**src/design/b64c_pkg.sv**
```systemverilog
// Shared types, codes and character tables for the base64 stream codec.
// Used by every module of the codec; depends on nothing.
`timescale 1ns / 1ps

package b64c_pkg;

    localparam logic [1:0] KIND_DATA = 2'd0;
    localparam logic [1:0] KIND_OK   = 2'd1;
    localparam logic [1:0] KIND_ERR  = 2'd2;

    localparam logic CFG_DIRECTION = 1'b0;
    localparam logic CFG_LIMIT     = 1'b1;

    localparam logic DIR_ENCODE = 1'b0;

    localparam logic [7:0]  PAD_CHAR    = 8'h3D;
    localparam logic [6:0]  VAL_PAD     = 7'd64;
    localparam logic [6:0]  VAL_BAD     = 7'd127;
    localparam logic [31:0] LIMIT_RESET = 32'hFFFF_FFFF;

    typedef struct packed {
        logic [7:0] in_byte;
        logic       in_last;
    } in_item_t;

    typedef struct packed {
        logic [3:0][7:0] data;
        logic [2:0]      n_data;
        logic            has_status;
        logic [1:0]      status_kind;
    } bundle_t;

    function automatic logic [7:0] alpha_char(input logic [5:0] v);
        logic [7:0] c;
        if (v < 6'd26) begin
            c = 8'd65 + {2'b00, v};
        end else if (v < 6'd52) begin
            c = 8'd71 + {2'b00, v};
        end else if (v < 6'd62) begin
            c = {2'b00, v} - 8'd4;
        end else if (v == 6'd62) begin
            c = 8'h2B;
        end else begin
            c = 8'h2F;
        end
        return c;
    endfunction

    // Sextet value of a character, VAL_PAD for the pad character and
    // VAL_BAD for anything outside the alphabet.
    function automatic logic [6:0] char_value(input logic [7:0] c);
        logic [6:0] v;
        if (c >= 8'h41 && c <= 8'h5A) begin
            v = 7'(c - 8'h41);
        end else if (c >= 8'h61 && c <= 8'h7A) begin
            v = 7'(c - 8'd71);
        end else if (c >= 8'h30 && c <= 8'h39) begin
            v = 7'(c + 8'd4);
        end else if (c == 8'h2B) begin
            v = 7'd62;
        end else if (c == 8'h2F) begin
            v = 7'd63;
        end else if (c == PAD_CHAR) begin
            v = VAL_PAD;
        end else begin
            v = VAL_BAD;
        end
        return v;
    endfunction

endpackage

```
**src/design/b64c_core.sv**
```systemverilog
// Codec core: configuration registers, stream state and the single-pass
// encode and decode logic that turns one input item into a result bundle.
// Depends on b64c_pkg.
`timescale 1ns / 1ps

module b64c_core (
    input  logic               aclk,
    input  logic               aresetn,
    input  logic               cfg_we,
    input  logic               cfg_index,
    input  logic [31:0]        cfg_wdata,
    input  logic               item_valid,
    input  b64c_pkg::in_item_t item,
    input  logic               bundle_free,
    output logic               item_fire,
    output logic               bundle_load,
    output b64c_pkg::bundle_t  bundle
);

    logic        dir_reg;
    logic [31:0] limit_reg;
    logic [23:0] bits_reg, bits_next;
    logic [1:0]  gcount_reg, gcount_next;
    logic [1:0]  pads_reg, pads_next;
    logic [31:0] emitted_reg, emitted_next;
    logic        fault_reg, fault_next;

    logic [23:0] enc_bits, enc_grp;
    logic [1:0]  enc_cnt;
    logic        ignore;
    logic [6:0]  val;
    logic [5:0]  sext;
    logic [23:0] dec_bits;
    logic [1:0]  dec_cnt, clip;
    logic [31:0] room;
    logic        no_room;
    logic [2:0]  total;

    always_comb begin
        bits_next    = bits_reg;
        gcount_next  = gcount_reg;
        pads_next    = pads_reg;
        emitted_next = emitted_reg;
        fault_next   = fault_reg;
        bundle       = '0;
        enc_bits     = {bits_reg[15:0], item.in_byte};
        enc_cnt      = gcount_reg + 2'd1;
        enc_grp      = '0;
        ignore       = fault_reg || (gcount_reg == 2'd0 && emitted_reg >= limit_reg);
        val          = b64c_pkg::char_value(item.in_byte);
        if (item.in_byte[7]) begin
            val = b64c_pkg::VAL_BAD;
        end
        sext     = (val == b64c_pkg::VAL_PAD) ? 6'd0 : val[5:0];
        dec_bits = {bits_reg[17:0], sext};
        dec_cnt  = 2'd3;
        no_room  = limit_reg <= emitted_reg;
        room     = limit_reg - emitted_reg;
        clip     = 2'd0;

        if (dir_reg == b64c_pkg::DIR_ENCODE) begin
            bits_next   = enc_bits;
            gcount_next = enc_cnt;
            if (enc_cnt == 2'd3 || item.in_last) begin
                if (enc_cnt == 2'd1) begin
                    enc_grp = {enc_bits[7:0], 16'h0000};
                end else if (enc_cnt == 2'd2) begin
                    enc_grp = {enc_bits[15:0], 8'h00};
                end else begin
                    enc_grp = enc_bits;
                end
                bundle.data[0] = b64c_pkg::alpha_char(enc_grp[23:18]);
                bundle.data[1] = b64c_pkg::alpha_char(enc_grp[17:12]);
                bundle.data[2] = (enc_cnt < 2'd2) ? b64c_pkg::PAD_CHAR
                                                  : b64c_pkg::alpha_char(enc_grp[11:6]);
                bundle.data[3] = (enc_cnt < 2'd3) ? b64c_pkg::PAD_CHAR
                                                  : b64c_pkg::alpha_char(enc_grp[5:0]);
                bundle.n_data  = 3'd4;
                bits_next      = '0;
                gcount_next    = 2'd0;
            end
            bundle.status_kind = b64c_pkg::KIND_OK;
        end else begin
            if (!ignore) begin
                if (val == b64c_pkg::VAL_BAD) begin
                    fault_next = 1'b1;
                end else begin
                    if (val == b64c_pkg::VAL_PAD && gcount_reg == 2'd2) begin
                        pads_next[0] = 1'b1;
                    end
                    if (val == b64c_pkg::VAL_PAD && gcount_reg == 2'd3) begin
                        pads_next[1] = 1'b1;
                    end
                    bits_next = dec_bits;
                    if (gcount_reg == 2'd3) begin
                        if (pads_next[0]) begin
                            dec_cnt = 2'd1;
                        end else if (pads_next[1]) begin
                            dec_cnt = 2'd2;
                        end
                        if (no_room) begin
                            clip = 2'd0;
                        end else if (room < {30'd0, dec_cnt}) begin
                            clip = room[1:0];
                        end else begin
                            clip = dec_cnt;
                        end
                        bundle.data[0] = dec_bits[23:16];
                        bundle.data[1] = dec_bits[15:8];
                        bundle.data[2] = dec_bits[7:0];
                        bundle.n_data  = {1'b0, clip};
                        emitted_next   = emitted_reg + {30'd0, clip};
                        bits_next      = '0;
                        gcount_next    = 2'd0;
                        pads_next      = 2'd0;
                    end else begin
                        gcount_next = gcount_reg + 2'd1;
                    end
                end
            end
            bundle.status_kind = (fault_next || gcount_next != 2'd0) ? b64c_pkg::KIND_ERR
                                                                     : b64c_pkg::KIND_OK;
        end

        if (item.in_last) begin
            bundle.has_status = 1'b1;
            bits_next         = '0;
            gcount_next       = 2'd0;
            pads_next         = 2'd0;
            emitted_next      = '0;
            fault_next        = 1'b0;
        end

        total       = bundle.n_data + {2'b00, bundle.has_status};
        item_fire   = item_valid && (total == 3'd0 || bundle_free);
        bundle_load = item_fire && total != 3'd0;
    end

    always_ff @(posedge aclk) begin
        if (!aresetn) begin
            dir_reg     <= b64c_pkg::DIR_ENCODE;
            limit_reg   <= b64c_pkg::LIMIT_RESET;
            bits_reg    <= '0;
            gcount_reg  <= '0;
            pads_reg    <= '0;
            emitted_reg <= '0;
            fault_reg   <= 1'b0;
        end else if (cfg_we) begin
            if (cfg_index == b64c_pkg::CFG_DIRECTION) begin
                dir_reg     <= cfg_wdata[0];
                bits_reg    <= '0;
                gcount_reg  <= '0;
                pads_reg    <= '0;
                emitted_reg <= '0;
                fault_reg   <= 1'b0;
            end else begin
                limit_reg <= cfg_wdata;
            end
        end else if (item_fire) begin
            bits_reg    <= bits_next;
            gcount_reg  <= gcount_next;
            pads_reg    <= pads_next;
            emitted_reg <= emitted_next;
            fault_reg   <= fault_next;
        end
    end

endmodule

```
**src/design/b64c_serializer.sv**
```systemverilog
// Result register: holds one bundle of up to five results and hands them
// out one per cycle on the result channel while m_ready is high. Depends on b64c_pkg.
`timescale 1ns / 1ps

module b64c_serializer (
    input  logic              aclk,
    input  logic              aresetn,
    input  logic              bundle_load,
    input  b64c_pkg::bundle_t bundle,
    output logic              bundle_free,
    output logic              m_valid,
    input  logic              m_ready,
    output logic [7:0]        m_out_byte,
    output logic [1:0]        m_out_kind,
    output logic              m_out_last
);

    b64c_pkg::bundle_t bundle_reg;
    logic              busy_reg;
    logic [2:0]        pos_reg;
    logic [2:0]        total;
    logic              is_data;
    logic              take;

    always_comb begin
        total       = bundle_reg.n_data + {2'b00, bundle_reg.has_status};
        is_data     = pos_reg < bundle_reg.n_data;
        m_valid     = busy_reg;
        m_out_byte  = is_data ? bundle_reg.data[pos_reg[1:0]] : 8'h00;
        m_out_kind  = is_data ? b64c_pkg::KIND_DATA : bundle_reg.status_kind;
        m_out_last  = (pos_reg + 3'd1) == total;
        take        = busy_reg && m_ready;
        bundle_free = !busy_reg || (take && m_out_last);
    end

    always_ff @(posedge aclk) begin
        if (!aresetn) begin
            busy_reg <= 1'b0;
            pos_reg  <= '0;
        end else if (bundle_load) begin
            busy_reg <= 1'b1;
            pos_reg  <= '0;
        end else if (take) begin
            busy_reg <= !m_out_last;
            pos_reg  <= pos_reg + 3'd1;
        end
    end

    always_ff @(posedge aclk) begin
        if (bundle_load) begin
            bundle_reg <= bundle;
        end
    end

endmodule

```
**src/design/base64_stream_codec.sv**
```systemverilog
// Streaming base64 codec, standard alphabet with '=' padding, encode or decode
// selected by the direction register. Top level: input register, core, output.
// Depends on b64c_pkg, b64c_core and b64c_serializer.
`timescale 1ns / 1ps

// An input request that causes no result does not wait for the output, so such
// requests are taken back to back. Every result occupies the output port until
// it is accepted: three encoded bytes give four characters, a full decode group
// gives up to three bytes, and the last request of a stream adds one status
// result. The next request is processed while the previous results are still
// being delivered, so throughput is set by the number of results. The first
// result of a request passes through the input register and the result
// register before it is offered.
module base64_stream_codec (
    input  logic        aclk,
    input  logic        aresetn,
    input  logic        cfg_we,
    input  logic        cfg_index,
    input  logic [31:0] cfg_wdata,
    input  logic        s_valid,
    output logic        s_ready,
    input  logic [7:0]  s_in_byte,
    input  logic        s_in_last,
    output logic        m_valid,
    input  logic        m_ready,
    output logic [7:0]  m_out_byte,
    output logic [1:0]  m_out_kind,
    output logic        m_out_last
);

    b64c_pkg::in_item_t item_reg;
    logic               item_valid_reg;
    logic               item_fire;
    logic               bundle_load;
    logic               bundle_free;
    b64c_pkg::bundle_t  bundle;

    assign s_ready = !item_valid_reg || item_fire;

    always_ff @(posedge aclk) begin
        if (!aresetn) begin
            item_valid_reg <= 1'b0;
        end else if (s_ready) begin
            item_valid_reg <= s_valid;
        end
    end

    always_ff @(posedge aclk) begin
        if (s_valid && s_ready) begin
            item_reg.in_byte <= s_in_byte;
            item_reg.in_last <= s_in_last;
        end
    end

    b64c_core u_core (
        .aclk        (aclk),
        .aresetn     (aresetn),
        .cfg_we      (cfg_we),
        .cfg_index   (cfg_index),
        .cfg_wdata   (cfg_wdata),
        .item_valid  (item_valid_reg),
        .item        (item_reg),
        .bundle_free (bundle_free),
        .item_fire   (item_fire),
        .bundle_load (bundle_load),
        .bundle      (bundle)
    );

    b64c_serializer u_serializer (
        .aclk        (aclk),
        .aresetn     (aresetn),
        .bundle_load (bundle_load),
        .bundle      (bundle),
        .bundle_free (bundle_free),
        .m_valid     (m_valid),
        .m_ready     (m_ready),
        .m_out_byte  (m_out_byte),
        .m_out_kind  (m_out_kind),
        .m_out_last  (m_out_last)
    );

endmodule
```
**config.mk**
```make
export PLATFORM = sky130hd
export DESIGN_NAME = base64_stream_codec
export DESIGN_NICKNAME = d
export VERILOG_FILES = /design/src/design/b64c_pkg.sv /design/src/design/b64c_core.sv /design/src/design/b64c_serializer.sv /design/src/design/base64_stream_codec.sv
export SDC_FILE = /design/constraint.sdc
export NUM_CORES = 1
export LEC_CHECK = 0
export BUFFER_PORTS_ARGS = -buffer_cell sky130_fd_sc_hd__clkbuf_2
export CAP_MARGIN = 20
export CELL_PAD_IN_SITES_DETAIL_PLACEMENT = 1
export CELL_PAD_IN_SITES_GLOBAL_PLACEMENT = 2
export CORE_ASPECT_RATIO = 0.5
export CORE_MARGIN = 1
export CORE_UTILIZATION = 34
export CTS_CLUSTER_DIAMETER = 80
export DETAILED_ROUTE_END_ITERATION = 6
export PLACE_DENSITY = 0.82
export SLEW_MARGIN = 20
export SYNTH_ARGS = -nofsm -noshare
export SYNTH_HDL_FRONTEND = slang
export SYNTH_SLANG_ARGS = --single-unit
```
**constraint.sdc**
```tcl
create_clock -name aclk -period 7.3 [get_ports aclk]
set_input_delay 1.095 -clock aclk [delete_from_list [all_inputs] [get_ports aclk]]
set_output_delay 1.095 -clock aclk [all_outputs]
set_load 0.1 [all_outputs]
```
; ---- Word-level counts from Yosys, hierarchy flattened
; Index checks and enable logic that the tools add are counted.
; W data, S select, Z words.
[totals]
mem_count = 0
mem_bits_rw = 0
ff_bits = 140
latch_bits = 0
mem_bits_ro = 0
in_bits = 47
output_inout_bits = 13
elab_cells = 232
[op_classes]
reduce_logical = 38
div = 0
mux = 105
eq_ne = 20
magnitude_cmp = 25
shift = 0
add_sub_neg = 21
multipliers = 0
bitwise_logic = 3
[op_table]
columns = operator, n
row1 = $mux W32, 8
row2 = $mux W18, 9
row3 = $mux W27, 5
row4 = $mux W8, 15
row5 = $mux W24, 4
row6 = $add A7 B6 Y8 const A, 8
row7 = $mux W2, 30
row8 = $lt A6 B6 Y1 const B, 8
row9 = $mux W7, 6
row10 = $add A32 B2 Y32, 1
row11 = $ge A32 B32 Y1, 1
row12 = $le A32 B32 Y1, 1
row13 = $lt A32 B2 Y1, 1
row14 = $sub A32 B32 Y32, 1
row15 = $sub A6 B3 Y7 const B, 4
row16 = $eq A6 B6 Y1 const B, 4
row17 = $eq A8 B6 Y1 const B, 3
row18 = $lt A6 B5 Y1 const B, 4
row19 = $mux W1, 20
row20 = $mux W6, 3
row21 = $bmux W8 S2, 1
row22 = $ge A8 B7 Y1 const B, 2
row23 = $le A8 B7 Y1 const B, 2
row24 = $eq A7 B7 Y1 const B, 2
row25 = 32 further kinds, 69

; ---- Depth between registers and ports, before layout
[logic_depth]
ltp_word = 37
mapped_depth = 32
depth_no_buf = 28

; ---- Cells and area by module
; From an unflattened synthesis, not the netlist that was laid out.
[unflattened]
hier_cells = 1386
hier_area_um2 = 10973.0
[by_module_without_submodules]
columns = module, area_per_inst_um2, cells_per_inst, instances, seq_area_each_um2
row1 = b64c_core, 8931.1, 1279, 1, 1761.7
row2 = b64c_serializer, 1714.1, 93, 1, 1221.2
row3 = base64_stream_codec, 327.8, 14, 1, 290.3

; ---- Least setup slack after synthesis
; OpenSTA, ideal clock, no wires.
[synth_path]
path_type = register -> output
start = register item_reg[2] in the netlist's numbering
end = output port s_ready
n_path_buf = 1
path_stages_with_launch = 23
slack_ns = 0.053
t_arrival_ns = 6.152
path_cell_list = edfxtp_1 > clkbuf_1 > inv_1 > ha_1 > and4bb_1 > a311oi_4 > nor3b_1 > nor4b_1 > a41oi_1 > inv_2 > ha_1 > a2111oi_0 > nand4_1 > nor3_1 > nand4_1 > nor4b_1 > nand4_1 > nor4_4 > mux2i_1 > ha_1 > ha_1 > or3_1 > nand3_1
[synth_lines]
columns = element, line
row1 = from (decl), base64_stream_codec.sv:31  ; b64c_pkg::in_item_t item_reg;
row2 = to (decl), base64_stream_codec.sv:21  ; output logic s_ready,

==> results.md <==
* Antenna cells at 0
* Total Routing Usage GR at 0.2261
* Fillers at 3,786
* Crit path time final at 6.978 ns
* Clock Skews at 0.01330 ns
* Synth area leader: dfxtp_1
* Final worst path period share at 0.9559
* Synth Instances at 1,355
* R2R setup slack at 0.53 ns
* Fin nets at 1,529
* Rel. slew slack at 0.3307
* Post-DR vias/cell at 5.641
* Reg area at 3273 sq um
* Yosys warning count at 0
* Critical Path AT at 5.88 ns
* CTS max path bufs at 2
* DP HPWL at 26.88 mm
* Final Max Slew Viols at 0
* Die area at 32,520 sq um
* CTS tree: yes
* Hold Fails Final Rpt at 0
* TritonCTS Buffers at 17
* Synth top area cells: dfxtp_1 17%, edfxtp_1 13%, ha_1 9.3%
* # hold bufs at CTS at 0
* Initial DRC Count at 675
* Most frequent cells in the layout: 181 x nand2_1, 94 x nor2_1, 93 x a21oi_1, 93 x dfxtp_1, 84 x inv_1
* Root buf cell: clkbuf_16
* Critical-path maximum fanout at 7
* CORE AREA at 30,800 sq um
* CP Class: reg -> out
* Pwr Total at 0.002165 W
* TritonRoute pass-1 iters at 5
* Maximum operating frequency at 143.3 MHz
* Most common cell after layout, fill and taps aside: nand2_1
* Synth top area share at 0.1724
* Layout cells sized above 1 at 0.1338
* R2R depth at 30
* Die height at 128.0 um
* Status: finished, final reports clean
* Placed cell count at 1,793
* Hold wc startpoint: u_core.limit_reg[16]$_SDFFE_PN1P_
* Worst EP required at 6.20 ns
* Syn-to-layout area delta at 14.37%
* Clock sink count at 140
* H-tree levels at 4
* Largest net degree at the start of global routing at 63
* Max reg flops at 38
* Remaining antenna violation count at 0
* Worst slew pin tran at 1.004 ns
* I/O Buffers at 59
* Area occupied by multi-input gates at 6970 sq um
* Worst R2R End: u_core.emitted_reg[17]$_SDFFE_PN0P_
* Sequential share of the synthesized area at 0.3031
* Vias in the first global route at 10,580
* Number of flops mapped to enable cells by yosys at 47
* Reg clk slew, reported paths at 0.07 ns
* Synth cell types at 83
* Max_cap viols at 0
* Routed wire per std cell at 19.43 um
* Critical Path Source: item_reg[1]$_DFFE_PP_
* Worst VDD drop at 171.3 uV
* Critical R2R Launch: item_reg[1]$_DFFE_PP_
* Hold depth at 2
* P_leak at 4.519 nW
* Setup crit start kind: flop
* Num rows at 45
* Cell Pwr Density at 175.3 nW/um^2
* Endpoint type of the worst setup path: output pin
* DRC violations left at 0
* Mapped Avg Cell Area at 7.969 sq um
* Final Wtd Congestion at 0.8652
* Finish-stage setup viols at 0
* Antenna violations before repair at 0
* Yosys reg bits at 140
* # IOs at 60
* First-pass GRT wire length at 57.85 mm
* Clk Latency, worst-skew pair at 0.44 ns
* End of the worst hold path: u_core.limit_reg[16]$_SDFFE_PN1P_
* Gr ovfl total at 0
* Syn_nets at 1,484
* Die W at 254.0 um
* Initial Utilization at 0.3506
* Non-filler instance count after layout at 1,836
* Most frequently used flop master after synthesis: dfxtp_1
* Hold WC Path Type: reg -> reg
* Routed vias at 10,356
* DRT Wirelength at 35.68 mm
* Async SR Flop Fraction at 0
* Synthesized cell area at 10,800 sq um
## worst max-delay path by stage
| stage | depth (start not counted) | to |
|---|---|---|
| finish | 23 | s_ready |
| global route | 23 | s_ready |
| CTS | 23 | s_ready |
| detailed placement | 28 | u_core.emitted_reg[6]$_SDFFE_PN0P_ |
| global placement | 28 | u_core.emitted_reg[20]$_SDFFE_PN0P_ |
| floorplan | 22 | s_ready |
## cell type report
type                            instances  share of cell area
Clock buffer                           17             0.03445
Clock inverter                         15             0.01398
Inverter                               89             0.02705
Multi-Input combinational cell       1049              0.5644
Sequential cell                       140              0.2650
Tap cell                              423             0.04286
Timing Repair Buffer                  103             0.05218
## worst max-delay path, cell delays in order (launching register included)
cell,delay [ns]
edfxtp_1,0.45
buf_4,0.18
buf_4,0.16
ha_1,0.23
mux2i_1,0.20
xnor2_1,0.09
a22o_1,0.25
and3_1,0.20
a41oi_2,0.26
inv_2,0.08
ha_1,0.34
a2111oi_2,0.32
nand4_1,0.15
nor3_1,0.20
nand4_1,0.12
nor4b_2,0.23
nand4_1,0.18
nor4_4,0.35
mux2i_1,0.29
ha_1,0.19
ha_1,0.23
or3_4,0.42
nand3_2,0.12
buf_12,0.18
## layer usage
metal	vias up	GRT usage	part of all wire
li1	4990	-	-
met4	0	0.05245	0.012
met2	188	0.3775	0.47
met5	-	0	0
met1	5147	0.3056	0.48
met3	31	0.03675	0.033
## per-stage QoR
stage	area [sq um]	utilization	worst slack, ns	hold WS [ns]	setup TNS [ns]
5_1_grt	12350	0.4010	-0.03128	0.5006	-0.03128
3_5_place_dp	11580	0.3760	0.04925	0.4663	0
2_1_floorplan	10800	-	0.05336	0.4438	0
4_1_cts	12210	0.3965	0.08976	0.4774	0
6_report	12350	0.4010	0.3218	0.4709	0
3_3_place_gp	11580	0.3760	0.2971	0.4584	0
## synthesized netlist by cell type, types with 9 or more instances
master / count
o21ai_0: 63
nand2b_1: 16
o31ai_1: 19
clkbuf_1: 61
dfxtp_1: 93
a21o_1: 19
and2_1: 9
nor2_1: 94
o22ai_1: 19
inv_1: 86
nand2_1: 182
edfxtp_1: 47
a221oi_1: 11
ha_1: 80
o21a_1: 11
xnor2_1: 48
nand4_1: 23
a31oi_1: 19
nor3_1: 28
nor2b_1: 19
mux2i_1: 26
nand3_1: 84
o21ai_1: 12
nor4_1: 15
a21oi_1: 93
and3_1: 14
## what timing repair did
item,4_1_cts,5_1_grt
pin swaps,2,7
gates resized for setup,5,16
setup buffers,1,10
setup endpoints to repair,7,43
## where the power goes
| part | switching (W) | total [W] | leakage [nW] | internal, W |
|---|---|---|---|---|
| Combinational | 0.000266 | 0.000399 | 3.04 | 0.000133 |
| Sequential | 0.0000231 | 0.000860 | 1.20 | 0.000837 |
| Clock | 0.000371 | 0.000907 | 0.273 | 0.000535 |
## cells by family (layout without fill, tap and decap cells)
family                     after synthesis  count (layout)  synth area share
AOI/OAI and AO/OA                      350             350            0.2154
xor gates and xnor gates                56              56           0.04542
adders and majority gates               82              82           0.09641
buffers and inverters                  166             224           0.05956
DFF                                    140             140            0.3031
muxes                                   38              38           0.04496
and+or+nand+nor                        523             523            0.2351
(Power assumes the default switching activity.)
